File: src/rtl/sgmpa_pkg.sv
// Shared types, constants and helper functions for the SGM path cost aggregation block.
// No dependencies; imported by every module of the block.
package sgmpa_pkg;

  localparam int COST_W     = 16;
  localparam int PEN_W      = 16;
  localparam int COLOR_W    = 8;
  localparam int GRAD_W     = 8;
  localparam int THR_W      = 9;
  localparam int COUNT_W    = 8;
  localparam int CFG_IDX_W  = 2;
  localparam int CFG_DATA_W = 16;

  localparam int DEFAULT_MAX_DISPARITIES = 128;

  localparam logic [COST_W-1:0] COST_MAX = '1;

  // configuration register indexes
  localparam logic [CFG_IDX_W-1:0] REG_DISPARITY_COUNT = 2'd0;
  localparam logic [CFG_IDX_W-1:0] REG_SMALL_PENALTY   = 2'd1;
  localparam logic [CFG_IDX_W-1:0] REG_LARGE_PENALTY   = 2'd2;
  localparam logic [CFG_IDX_W-1:0] REG_COLOR_THRESHOLD = 2'd3;

  // configuration reset values
  localparam logic [COUNT_W-1:0] COUNT_RESET = 8'd64;
  localparam logic [PEN_W-1:0]   P1_RESET    = 16'd256;
  localparam logic [PEN_W-1:0]   P2_RESET    = 16'd768;
  localparam logic [THR_W-1:0]   THR_RESET   = 9'd20;

  // penalty reduction: quarter is a shift by two, tenth is a reciprocal multiply
  localparam int                QUARTER_SHIFT = 2;
  localparam logic [PEN_W-1:0]  TENTH_RECIP   = 16'hCCCD;
  localparam int                TENTH_SHIFT   = 19;

  typedef struct packed {
    logic [COLOR_W-1:0] red;
    logic [COLOR_W-1:0] green;
    logic [COLOR_W-1:0] blue;
  } rgb_t;

  typedef struct packed {
    logic valid;
    logic first;   // element of a path start pixel
    logic last;    // final disparity of the pixel
    logic d_zero;  // disparity zero of the pixel
  } item_ctl_t;

  typedef struct packed {
    logic  d_zero;
    rgb_t  cur_left;
    rgb_t  prev_left;
    rgb_t  right;
    rgb_t  right_prev;
    logic  right_valid;
  } grad_in_t;

  typedef struct packed {
    logic [THR_W-1:0] threshold;
    logic [PEN_W-1:0] p1;
    logic [PEN_W-1:0] p2;
    logic [PEN_W-1:0] p1_tenth;
    logic [PEN_W-1:0] p2_tenth;
  } pen_cfg_t;

  typedef struct packed {
    logic [PEN_W-1:0] p1;
    logic [PEN_W-1:0] p2;
  } penalty_t;

  typedef struct packed {
    item_ctl_t         ctl;
    logic [COST_W-1:0] match_cost;
    logic [PEN_W-1:0]  p1;
    logic [PEN_W-1:0]  p2;
    logic [COST_W-1:0] old_cost;
    logic [COST_W-1:0] next_cost;
  } cost_in_t;

  // largest per-channel absolute difference
  function automatic logic [GRAD_W-1:0] color_grad(input rgb_t a, input rgb_t b);
    logic [COLOR_W-1:0] dr;
    logic [COLOR_W-1:0] dg;
    logic [COLOR_W-1:0] db;
    logic [COLOR_W-1:0] m;
    dr = (a.red   >= b.red)   ? (a.red   - b.red)   : (b.red   - a.red);
    dg = (a.green >= b.green) ? (a.green - b.green) : (b.green - a.green);
    db = (a.blue  >= b.blue)  ? (a.blue  - b.blue)  : (b.blue  - a.blue);
    m = dr;
    if (dg > m) m = dg;
    if (db > m) m = db;
    return GRAD_W'(m);
  endfunction

  // floor(x / 10), exact for 16-bit x
  function automatic logic [PEN_W-1:0] div_ten(input logic [PEN_W-1:0] x);
    logic [2*PEN_W-1:0] prod;
    prod = (2*PEN_W)'(x) * (2*PEN_W)'(TENTH_RECIP);
    return PEN_W'(prod >> TENTH_SHIFT);
  endfunction

endpackage

File: src/rtl/sgmpa_penalty.sv
// Color gradient and penalty selection for one disparity element.
// Holds the last valid right gradient of the pixel. Depends on sgmpa_pkg.
module sgmpa_penalty import sgmpa_pkg::*; (
  input  logic     clk,
  input  logic     rst,
  input  logic     en,
  input  grad_in_t gin,
  input  pen_cfg_t cfg,
  output penalty_t pen
);

  logic [GRAD_W-1:0] held_grad;
  logic [GRAD_W-1:0] grad_left;
  logic [GRAD_W-1:0] grad_right;
  logic              left_low;
  logic              right_low;

  always_comb begin
    grad_left = color_grad(gin.cur_left, gin.prev_left);
    if (gin.right_valid) begin
      grad_right = color_grad(gin.right, gin.right_prev);
    end else if (gin.d_zero) begin
      grad_right = grad_left;   // right gradient starts each pixel at the left one
    end else begin
      grad_right = held_grad;
    end
    left_low  = THR_W'(grad_left)  < cfg.threshold;
    right_low = THR_W'(grad_right) < cfg.threshold;
    case ({left_low, right_low})
      2'b11: begin
        pen.p1 = cfg.p1;
        pen.p2 = cfg.p2;
      end
      2'b00: begin
        pen.p1 = cfg.p1_tenth;
        pen.p2 = cfg.p2_tenth;
      end
      default: begin
        pen.p1 = cfg.p1 >> QUARTER_SHIFT;
        pen.p2 = cfg.p2 >> QUARTER_SHIFT;
      end
    endcase
  end

  always_ff @(posedge clk) begin
    if (rst) begin
      held_grad <= '0;
    end else if (en) begin
      held_grad <= grad_right;
    end
  end

endmodule

File: src/rtl/sgmpa_cost.sv
// Cost datapath: best neighbor candidate, penalty-limited excess, saturating sum,
// running and previous pixel minimum, store write-back and result register.
// Depends on sgmpa_pkg.
module sgmpa_cost import sgmpa_pkg::*; #(
  parameter int AW = 7
) (
  input  logic              clk,
  input  logic              rst,
  input  logic              adv,
  input  cost_in_t          stage_in,
  input  logic [AW-1:0]     stage_addr,
  output logic              wr_en,
  output logic [AW-1:0]     wr_addr,
  output logic [COST_W-1:0] wr_data,
  output logic              result_valid,
  output logic [COST_W-1:0] aggregated_cost,
  output logic              last_disparity,
  output logic [COST_W-1:0] pixel_minimum
);

  localparam logic [COST_W:0] CAND_NONE = '1;

  // candidate stage
  logic [COST_W-1:0] held_lower;
  logic [COST_W:0]   cand_lower;
  logic [COST_W:0]   cand_upper;
  logic [COST_W:0]   best;

  // result stage registers
  item_ctl_t         s3_ctl;
  logic [COST_W-1:0] s3_mc;
  logic [PEN_W-1:0]  s3_p2;
  logic [COST_W:0]   s3_best;
  logic [AW-1:0]     s3_addr;

  logic [COST_W-1:0] prev_min;
  logic [COST_W-1:0] run_min;

  logic              above_min;
  logic [COST_W:0]   excess;
  logic [COST_W:0]   step;
  logic [COST_W:0]   sum;
  logic [COST_W-1:0] result;
  logic [COST_W-1:0] run_min_base;
  logic [COST_W-1:0] run_min_next;

  always_comb begin
    cand_lower = stage_in.ctl.d_zero ? CAND_NONE
               : ({1'b0, held_lower} + {1'b0, stage_in.p1});
    cand_upper = stage_in.ctl.last ? CAND_NONE
               : ({1'b0, stage_in.next_cost} + {1'b0, stage_in.p1});
    best = {1'b0, stage_in.old_cost};
    if (cand_lower < best) best = cand_lower;
    if (cand_upper < best) best = cand_upper;
  end

  // min(best, prev_min + p2) - prev_min, floored at zero, as min(best - prev_min, p2)
  always_comb begin
    above_min = s3_best > {1'b0, prev_min};
    excess    = s3_best - {1'b0, prev_min};
    if (!above_min) begin
      step = '0;
    end else if (excess < {1'b0, s3_p2}) begin
      step = excess;
    end else begin
      step = {1'b0, s3_p2};
    end
    sum = {1'b0, s3_mc} + step;
    if (s3_ctl.first) begin
      result = s3_mc;
    end else if (sum[COST_W]) begin
      result = COST_MAX;
    end else begin
      result = sum[COST_W-1:0];
    end
    run_min_base = s3_ctl.d_zero ? COST_MAX : run_min;
    run_min_next = (result < run_min_base) ? result : run_min_base;
  end

  assign wr_en   = adv & s3_ctl.valid;
  assign wr_addr = s3_addr;
  assign wr_data = result;

  always_ff @(posedge clk) begin
    if (rst) begin
      s3_ctl       <= '0;
      held_lower   <= COST_MAX;
      prev_min     <= COST_MAX;
      run_min      <= COST_MAX;
      result_valid <= 1'b0;
    end else if (adv) begin
      s3_ctl       <= stage_in.ctl;
      result_valid <= s3_ctl.valid;
      if (stage_in.ctl.valid && !stage_in.ctl.first) begin
        held_lower <= stage_in.old_cost;
      end
      if (s3_ctl.valid) begin
        run_min <= run_min_next;
        if (s3_ctl.last) begin
          prev_min <= run_min_next;
        end
      end
    end
  end

  always_ff @(posedge clk) begin
    if (adv) begin
      s3_mc   <= stage_in.match_cost;
      s3_p2   <= stage_in.p2;
      s3_best <= best;
      s3_addr <= stage_addr;
      if (s3_ctl.valid) begin
        aggregated_cost <= result;
        last_disparity  <= s3_ctl.last;
        pixel_minimum   <= s3_ctl.last ? run_min_next : '0;
      end
    end
  end

endmodule

File: src/rtl/sgm_path_cost_aggregation_top.sv
// Top level of the SGM path cost aggregation block: configuration registers,
// disparity counter, previous-pixel cost store, forwarding and interlock.
// Depends on sgmpa_pkg, sgmpa_penalty and sgmpa_cost.
//
// Usage
//   Item channel (item_valid / item_stall): one disparity element per transfer,
//   disparities 0 .. count-1 of a pixel in order, pixel after pixel along a path.
//   Result channel (result_valid / result_stall): one result per item, in order;
//   pixel_minimum carries the pixel minimum on the last disparity, else zero.
//   Config channel (cfg_valid / cfg_ready): cfg_ready is always high; write
//   only while no item is in flight.
//   Pipeline: an item passes stage 1, stage 2, stage 3 and the result register.
//   Throughput: one item per cycle while item_stall is low. The cost store has
//   one write port, fed by the result stage; with a disparity count of three or
//   less the read of an entry still being written waits, so such items are
//   held off by item_stall.
//   Stall: when the result register is full and stalled, the whole pipeline
//   holds and item_stall rises in the same cycle.
//   Reset: configuration returns to its defaults and control state clears;
//   the cost store is not cleared, so the first pixel after reset must be
//   a path start.
module sgm_path_cost_aggregation_top import sgmpa_pkg::*; #(
  parameter int MAX_DISPARITIES = DEFAULT_MAX_DISPARITIES
) (
  input  logic                  clk,
  input  logic                  rst,
  // item channel
  input  logic                  item_valid,
  output logic                  item_stall,
  input  logic [COST_W-1:0]     match_cost,
  input  logic                  path_start,
  input  logic [COLOR_W-1:0]    left_red,
  input  logic [COLOR_W-1:0]    left_green,
  input  logic [COLOR_W-1:0]    left_blue,
  input  logic [COLOR_W-1:0]    right_red,
  input  logic [COLOR_W-1:0]    right_green,
  input  logic [COLOR_W-1:0]    right_blue,
  input  logic [COLOR_W-1:0]    right_prev_red,
  input  logic [COLOR_W-1:0]    right_prev_green,
  input  logic [COLOR_W-1:0]    right_prev_blue,
  input  logic                  right_valid,
  // result channel
  output logic                  result_valid,
  input  logic                  result_stall,
  output logic [COST_W-1:0]     aggregated_cost,
  output logic                  last_disparity,
  output logic [COST_W-1:0]     pixel_minimum,
  // configuration write channel
  input  logic                  cfg_valid,
  output logic                  cfg_ready,
  input  logic [CFG_IDX_W-1:0]  cfg_index,
  input  logic [CFG_DATA_W-1:0] cfg_data
);

  localparam int AW = $clog2(MAX_DISPARITIES);
  localparam int KW = ((AW > COUNT_W) ? AW : COUNT_W) + 1;

  // ---------------------------------------------------------------------------
  // Configuration registers; tenth penalties are computed once per write.
  // ---------------------------------------------------------------------------
  logic [COUNT_W-1:0] cfg_count;
  pen_cfg_t           pen_cfg;

  assign cfg_ready = 1'b1;

  always_ff @(posedge clk) begin
    if (rst) begin
      cfg_count          <= COUNT_RESET;
      pen_cfg.threshold  <= THR_RESET;
      pen_cfg.p1         <= P1_RESET;
      pen_cfg.p2         <= P2_RESET;
      pen_cfg.p1_tenth   <= div_ten(P1_RESET);
      pen_cfg.p2_tenth   <= div_ten(P2_RESET);
    end else if (cfg_valid) begin
      case (cfg_index)
        REG_DISPARITY_COUNT: cfg_count <= cfg_data[COUNT_W-1:0];
        REG_SMALL_PENALTY: begin
          pen_cfg.p1       <= cfg_data[PEN_W-1:0];
          pen_cfg.p1_tenth <= div_ten(cfg_data[PEN_W-1:0]);
        end
        REG_LARGE_PENALTY: begin
          pen_cfg.p2       <= cfg_data[PEN_W-1:0];
          pen_cfg.p2_tenth <= div_ten(cfg_data[PEN_W-1:0]);
        end
        REG_COLOR_THRESHOLD: pen_cfg.threshold <= cfg_data[THR_W-1:0];
        default: ;
      endcase
    end
  end

  // ---------------------------------------------------------------------------
  // Disparity counter. A count of zero acts as one; counts above the store
  // depth act as the depth. The index wraps to zero after the last disparity.
  // ---------------------------------------------------------------------------
  logic [AW-1:0] disp_idx;
  logic [KW-1:0] count_raw;
  logic [KW-1:0] count_eff;
  logic          idx_last;
  logic          idx_zero;
  logic [AW-1:0] rd_addr0;
  logic [AW-1:0] rd_addr1;

  always_comb begin
    count_raw = KW'(cfg_count);
    if (count_raw == '0) begin
      count_eff = KW'(1);
    end else if (count_raw > KW'(MAX_DISPARITIES)) begin
      count_eff = KW'(MAX_DISPARITIES);
    end else begin
      count_eff = count_raw;
    end
    idx_last = (KW'(disp_idx) + KW'(1)) >= count_eff;
    idx_zero = (disp_idx == '0);
    rd_addr0 = disp_idx;
    rd_addr1 = disp_idx + AW'(1);   // upper neighbor, unused on the last disparity
  end

  // ---------------------------------------------------------------------------
  // Handshake. The pipeline advances when the result register is free or
  // being taken. An item is held off while an older item in stage 1 or stage 2,
  // not yet written back, targets one of the entries the new item reads.
  // ---------------------------------------------------------------------------
  logic          adv;
  logic          hazard;
  logic          accept;

  item_ctl_t     s1_ctl;
  logic [AW-1:0] s1_addr;
  item_ctl_t     s2_ctl;
  logic [AW-1:0] s2_addr;

  always_comb begin
    hazard = (s1_ctl.valid && ((s1_addr == rd_addr0) || (!idx_last && (s1_addr == rd_addr1))))
          || (s2_ctl.valid && ((s2_addr == rd_addr0) || (!idx_last && (s2_addr == rd_addr1))));
  end

  assign adv        = !result_valid || !result_stall;
  assign item_stall = !adv || hazard;
  assign accept     = item_valid && !item_stall;

  // ---------------------------------------------------------------------------
  // Per-pixel sampling: path_start and the left colour come from disparity zero.
  // ---------------------------------------------------------------------------
  logic first_flag;
  rgb_t cur_left;
  rgb_t prev_left;
  rgb_t in_left;

  assign in_left = '{red: left_red, green: left_green, blue: left_blue};

  always_ff @(posedge clk) begin
    if (rst) begin
      disp_idx   <= '0;
      first_flag <= 1'b1;
      cur_left   <= '0;
      prev_left  <= '0;
    end else if (accept) begin
      disp_idx <= idx_last ? '0 : (disp_idx + AW'(1));
      if (idx_zero) begin
        first_flag <= path_start;
        cur_left   <= in_left;
        prev_left  <= cur_left;
      end
    end
  end

  // ---------------------------------------------------------------------------
  // Cost store: previous pixel's aggregated costs, two read ports registered,
  // one write port fed by the result stage.
  // ---------------------------------------------------------------------------
  logic [COST_W-1:0] cost_mem [MAX_DISPARITIES];
  logic [COST_W-1:0] rd_data0;
  logic [COST_W-1:0] rd_data1;
  logic              wr_en;
  logic [AW-1:0]     wr_addr;
  logic [COST_W-1:0] wr_data;

  always_ff @(posedge clk) begin
    if (wr_en) begin
      cost_mem[wr_addr] <= wr_data;
    end
    if (adv) begin
      rd_data0 <= cost_mem[rd_addr0];
      rd_data1 <= cost_mem[rd_addr1];
    end
  end

  // write that landed on the same edge as the read; the read returned old data
  logic              wq_en;
  logic [AW-1:0]     wq_addr;
  logic [COST_W-1:0] wq_data;

  always_ff @(posedge clk) begin
    if (rst) begin
      wq_en <= 1'b0;
    end else if (adv) begin
      wq_en <= wr_en;
    end
  end

  always_ff @(posedge clk) begin
    if (adv) begin
      wq_addr <= wr_addr;
      wq_data <= wr_data;
    end
  end

  // ---------------------------------------------------------------------------
  // Stage 1: registered item, store read data arrives.
  // ---------------------------------------------------------------------------
  logic [COST_W-1:0] s1_mc;
  grad_in_t          s1_grad;

  always_ff @(posedge clk) begin
    if (rst) begin
      s1_ctl <= '0;
    end else if (adv) begin
      s1_ctl.valid  <= accept;
      s1_ctl.first  <= idx_zero ? path_start : first_flag;
      s1_ctl.last   <= idx_last;
      s1_ctl.d_zero <= idx_zero;
    end
  end

  always_ff @(posedge clk) begin
    if (accept) begin
      s1_addr                <= rd_addr0;
      s1_mc                  <= match_cost;
      s1_grad.d_zero         <= idx_zero;
      s1_grad.cur_left       <= idx_zero ? in_left : cur_left;
      s1_grad.prev_left      <= idx_zero ? cur_left : prev_left;
      s1_grad.right          <= '{red: right_red, green: right_green, blue: right_blue};
      s1_grad.right_prev     <= '{red: right_prev_red, green: right_prev_green,
                                  blue: right_prev_blue};
      s1_grad.right_valid    <= right_valid;
    end
  end

  // forwarding of the write that coincided with the read
  logic [AW-1:0]     s1_addr1;
  logic [COST_W-1:0] s1_old;
  logic [COST_W-1:0] s1_next;
  penalty_t          s1_pen;

  always_comb begin
    s1_addr1 = s1_addr + AW'(1);
    s1_old   = (wq_en && (wq_addr == s1_addr))  ? wq_data : rd_data0;
    s1_next  = (wq_en && (wq_addr == s1_addr1)) ? wq_data : rd_data1;
  end

  sgmpa_penalty u_penalty (
    .clk (clk),
    .rst (rst),
    .en  (adv && s1_ctl.valid),
    .gin (s1_grad),
    .cfg (pen_cfg),
    .pen (s1_pen)
  );

  // ---------------------------------------------------------------------------
  // Stage 2: penalties and neighbor costs registered for the cost datapath.
  // ---------------------------------------------------------------------------
  logic [COST_W-1:0] s2_mc;
  penalty_t          s2_pen;
  logic [COST_W-1:0] s2_old;
  logic [COST_W-1:0] s2_next;
  cost_in_t          s2_item;

  always_ff @(posedge clk) begin
    if (rst) begin
      s2_ctl <= '0;
    end else if (adv) begin
      s2_ctl <= s1_ctl;
    end
  end

  always_ff @(posedge clk) begin
    if (adv) begin
      s2_addr <= s1_addr;
      s2_mc   <= s1_mc;
      s2_pen  <= s1_pen;
      s2_old  <= s1_old;
      s2_next <= s1_next;
    end
  end

  always_comb begin
    s2_item.ctl        = s2_ctl;
    s2_item.match_cost = s2_mc;
    s2_item.p1         = s2_pen.p1;
    s2_item.p2         = s2_pen.p2;
    s2_item.old_cost   = s2_old;
    s2_item.next_cost  = s2_next;
  end

  // ---------------------------------------------------------------------------
  // Stages 3 and output: cost datapath, minima, write-back, result register.
  // ---------------------------------------------------------------------------
  sgmpa_cost #(
    .AW (AW)
  ) u_cost (
    .clk             (clk),
    .rst             (rst),
    .adv             (adv),
    .stage_in        (s2_item),
    .stage_addr      (s2_addr),
    .wr_en           (wr_en),
    .wr_addr         (wr_addr),
    .wr_data         (wr_data),
    .result_valid    (result_valid),
    .aggregated_cost (aggregated_cost),
    .last_disparity  (last_disparity),
    .pixel_minimum   (pixel_minimum)
  );

endmodule
File: config.mk
export PLATFORM = sky130hd
export DESIGN_NAME = sgm_path_cost_aggregation_top
export DESIGN_NICKNAME = d
export VERILOG_FILES = /design/src/rtl/sgmpa_pkg.sv /design/src/rtl/sgmpa_penalty.sv /design/src/rtl/sgmpa_cost.sv /design/src/rtl/sgm_path_cost_aggregation_top.sv
export SDC_FILE = /design/constraint.sdc
export NUM_CORES = 2
export LEC_CHECK = 0
export BUFFER_PORTS_ARGS = -buffer_cell sky130_fd_sc_hd__buf_4
export CAP_MARGIN = 30
export CORE_AREA = 2 2 573 461
export CTS_BUF_LIST = sky130_fd_sc_hd__clkbuf_16
export DETAILED_ROUTE_END_ITERATION = 8
export DIE_AREA = 0 0 575 463
export PLACE_DENSITY = 0.75
export SLEW_MARGIN = 20
export SYNTH_ARGS = -nofsm -noshare
export SYNTH_HDL_FRONTEND = slang
export SYNTH_SLANG_ARGS = --single-unit
File: constraint.sdc
create_clock -name clk -period 24.6 [get_ports clk]
set_input_delay 3.69 -clock clk [delete_from_list [all_inputs] [get_ports clk]]
set_output_delay 3.69 -clock clk [all_outputs]
set_load 0.02 [all_outputs]
==> implementation parameters <==
Parameter                              Value

Status
  Result of the run    completed

STA
  Worst Clk Skew    ~0.053 ns
  Final Critical Period    about 11 ns
  Number of hold violations in the final report    0
  Max-Slew Margin vs Limit    between 20 and 30%
  RSZ-0062 raised after global routing    no
  Slew at the pin closest to its max-slew limit    between 1 and 1.5 ns
  Setup violations, final    0
  Max-slew violations    0
  Final cycle utilization of the critical path    a little under half
  Total Neg Setup Slack    0 ns
  Peak clock frequency supported by timing    slightly below 90 MHz

Critical path
  Critical path type    reg2reg
  Number of cells on the worst reg-to-reg path    40
  Sort of element at the start of the critical path    register
  Critical Path Fanout Max    between 50 and 60
  Critical Path Sink Type    register
  Slowest library cell on the worst path    clkinv_2
  Data arrival time of the critical path    between 10 and 15 ns
  Worst path required time    25.28 ns
  Critical path's largest stage delay    0.71 ns

Synth
  Post-Synth Adder-Cell Area    around 5.4%
  Ys async rst share    0%
  Post-synthesis average cell area    between 15 and 20 µm²
  Post-synthesis sequential area ratio    between 50% and 60%
  Main area contributors after synthesis    edfxtp_1, mux4_2, ha_1
  Number of enable-type register cells in the synthesized netlist    ~2.4k
  Most instantiated library cell after synthesis    edfxtp_1
  Post-synthesis share of cell area spent on xor and xnor gates    less than 1%
  Most used flip-flop cell after synthesis    edfxtp_1
  Register bit count reported by yosys    about 2.6k
  Combined area of all synthesized cells    0.130 mm²
  Yosys cell types    93
  Basic-gate share of the synthesized area counting and, or, nand and nor cells    under 10%
  Count of yosys warnings during synthesis    0
  Combinational family with the most area after synthesis    multiplexers
  Fraction of the mapped netlist area in compound gates    around 3.8%
  Share of Yosys cell area claimed by the top area cell type    55.5%
  Multiplexer share of the synthesized area    23.9%
  Post-synthesis instance total    7,757
  Top post-synthesis cells by count    edfxtp_1, mux4_2, nand2_1
  Cell accounting for the most synthesized area    edfxtp_1

Detailed routing
  Post-route met1 wirelength    ~140,000 µm
  Vias    a little under 80k
  Aggregate routed wire length    370,000 µm
  Antenna-violating nets left    0
  Detailed-routed wire length on met3    approximately 56,000 µm
  Avg Vias per Cell    around 6.7
  Wirelength per Cell    between 30 and 40 µm
  Starting DRC count in detailed routing    around 12k
  DR pass1 iterations    6
  Top layer reached by signal wires    met5
  Number of remaining DRC errors    0
  Wire length on met2    164,000 µm

Finish
  Fillers    19.4k
  Relative area change from synthesis to final layout    11.6%
  Finished Layout Cells    11.7k
  Share of final-layout standard cells stronger than drive strength 1    slightly below 30%
  Area of all placed cells without fillers    roughly 0.14 mm²
  Final layout net count    8,565

Global route
  Largest net degree at the start of global routing    138
  Number of global-route vias before repair    between 70k and 80k
  Total congestion overflow    0
  First-pass GRT wire length    between 500,000 and 600,000 µm
  Initial antenna violation count    21
  Tot GR Track Use    27.6%

Floorplan
  Die Span Y    approximately 460 µm
  Area of the core region    approximately 0.26 mm²
  Chip width    about 580 µm
  Count of pins on the block boundary    roughly 150
  Initial cell density of the core    roughly 50%
  DIE AREA    between 0.2 and 0.3 mm²
  Row Count    between 150 and 200

Pwr
  Peak supply drop    between 0.1 and 0.15 mV
  Cell area power density    88.0 mW/mm²
  Overall power consumption    about 13 mW
  Leakage power total    between 40 and 50 nW

Place
  DP Area    0.136 mm²
  Inst Count DP    roughly 11k
  Final weighted congestion of routability-driven global placement    0.902
  Estimated wirelength of the detail-placed design    ~230,000 µm
  Port bufs    between 100 and 150

Clock tree
  Master cell of the clock root buffer    clkbuf_16
  Cts repair resizes    0
  Post-CTS Hold Buffers    0
  CTS Buf Count    between 200 and 300
  Post CTS Setup Buffer Count    0
  Number of levels in the clock H-tree    5
  Sinks on the clock net    2,601
  Clock latency on the worst-skew pair    0.87 ns
  CTS clk-pin slew, worst paths    roughly 0.060 ns
  Number of buffers on the longest clock path    4
  TritonCTS clock tree    yes

Worst hold path
  Worst hold path class    reg2reg
  Cell depth of the worst hold path    0

Job
  Max_cap viols    0
==> registers in the layout, indices dropped and copies added (netlist names), 17 cells and up <==
name,flops
prev_left,24
u_cost.s3_best,17
cur_left,24
s1_grad,98
pen_cfg,67
s2_item,32
cost_mem,2048
==> metal layers <==
layer | track usage, % | vias to the layer above
met1 | 38.7 | 40200
met3 | 9.72 | 802
li1 | - | 31500
met4 | 8.96 | 6
met2 | 40.4 | 5577
met5 | 0 | -
==> worst max-delay path: cells and delay by family, from the launching register on <==
kind / cells / cell delay (ns)
compound gates: 23 / 5.92
xor+xnor: 1 / 0.21
fa+ha+maj: 6 / 2.12
buf+inv: 4 / 1.17
flops: 1 / 0.38
simple gates: 6 / 1.27
==> through the flow <==
stage / hold slack (ns) / worst slack (ns) / utilization [%]
floorplan: 0.400 / 10.55 / -
global placement: 0.404 / 13.78 / 52.1
detailed placement: 0.405 / 13.53 / 52.2
CTS: 0.419 / 13.48 / 55.5
global route: 0.426 / 12.74 / 55.6
finish: 0.415 / 13.35 / 55.6
==> path summary, 6_finish.rpt <==
check,start,to,slack [ns]
setup reg to reg,u_cost.s3_best[0]$_DFFE_PN_,u_cost.run_min[14]$_SDFFE_PP1P_,13.35
hold reg to reg,s2_mc[4]$_DFFE_PN_,u_cost.s3_mc[4]$_DFFE_PN_,0.42
setup / recovery,u_cost.s3_best[0]$_DFFE_PN_,u_cost.run_min[14]$_SDFFE_PP1P_,13.35
hold / removal,s2_mc[4]$_DFFE_PN_,u_cost.s3_mc[4]$_DFFE_PN_,0.42
==> layout make-up <==
| class | count | area, µm² | area share [%] |
|---|---|---|---|
| clock buffers | 283 | 7080 | 4.89 |
| flip-flops and latches | 2601 | 76100 | 52.5 |
| inverters | 406 | 1550 | 1.07 |
| multi-input cells | 4285 | 51000 | 35.2 |
| well taps | 3485 | 4360 | 3.01 |
| repair buffers | 388 | 3320 | 2.29 |
| diodes | 10 | 25.0 | 0.0173 |
| clock inverters | 195 | 1530 | 1.05 |
==> layout by cell type, fill, tap and decap left out, drive strengths merged, types with 10 or more instances in the layout <==
master    count
nor3         40
a211oi       35
or4          10
ha          405
fa           97
and2         30
o211ai       35
or3          11
o22ai        20
inv         460
a21o         65
bufinv       19
nand2b       27
dfxtp       201
clkinv      106
clkinvlp     16
nand3b       12
o21a         32
o21ai       152
a21oi       267
o21bai       17
nor2b        33
xor2         46
xnor2        91
buf         388
a22oi        28
clkbuf      283
nand4        29
and3         14
nand2       688
edfxtp     2400
mux2         64
mux4       1312
mux2i        82
or2          25
diode        10
nand3       152
nor2        312
==> power breakdown <==
part | total (mW) | internal, mW | switching [mW]
clock | 4.05 | 2.29 | 1.76
combinational | 3.44 | 1.34 | 2.10
sequential | 5.27 | 5.19 | 0.0849
==> cell families after synthesis <==
group	count (synthesis)
flops	2601
xor+xnor	137
buf+inv	872
fa+ha+maj	502
mux	1458
simple gates	1414
other cells	1
compound gates	772
No activity file was read; power rests on OpenSTA's default activity.
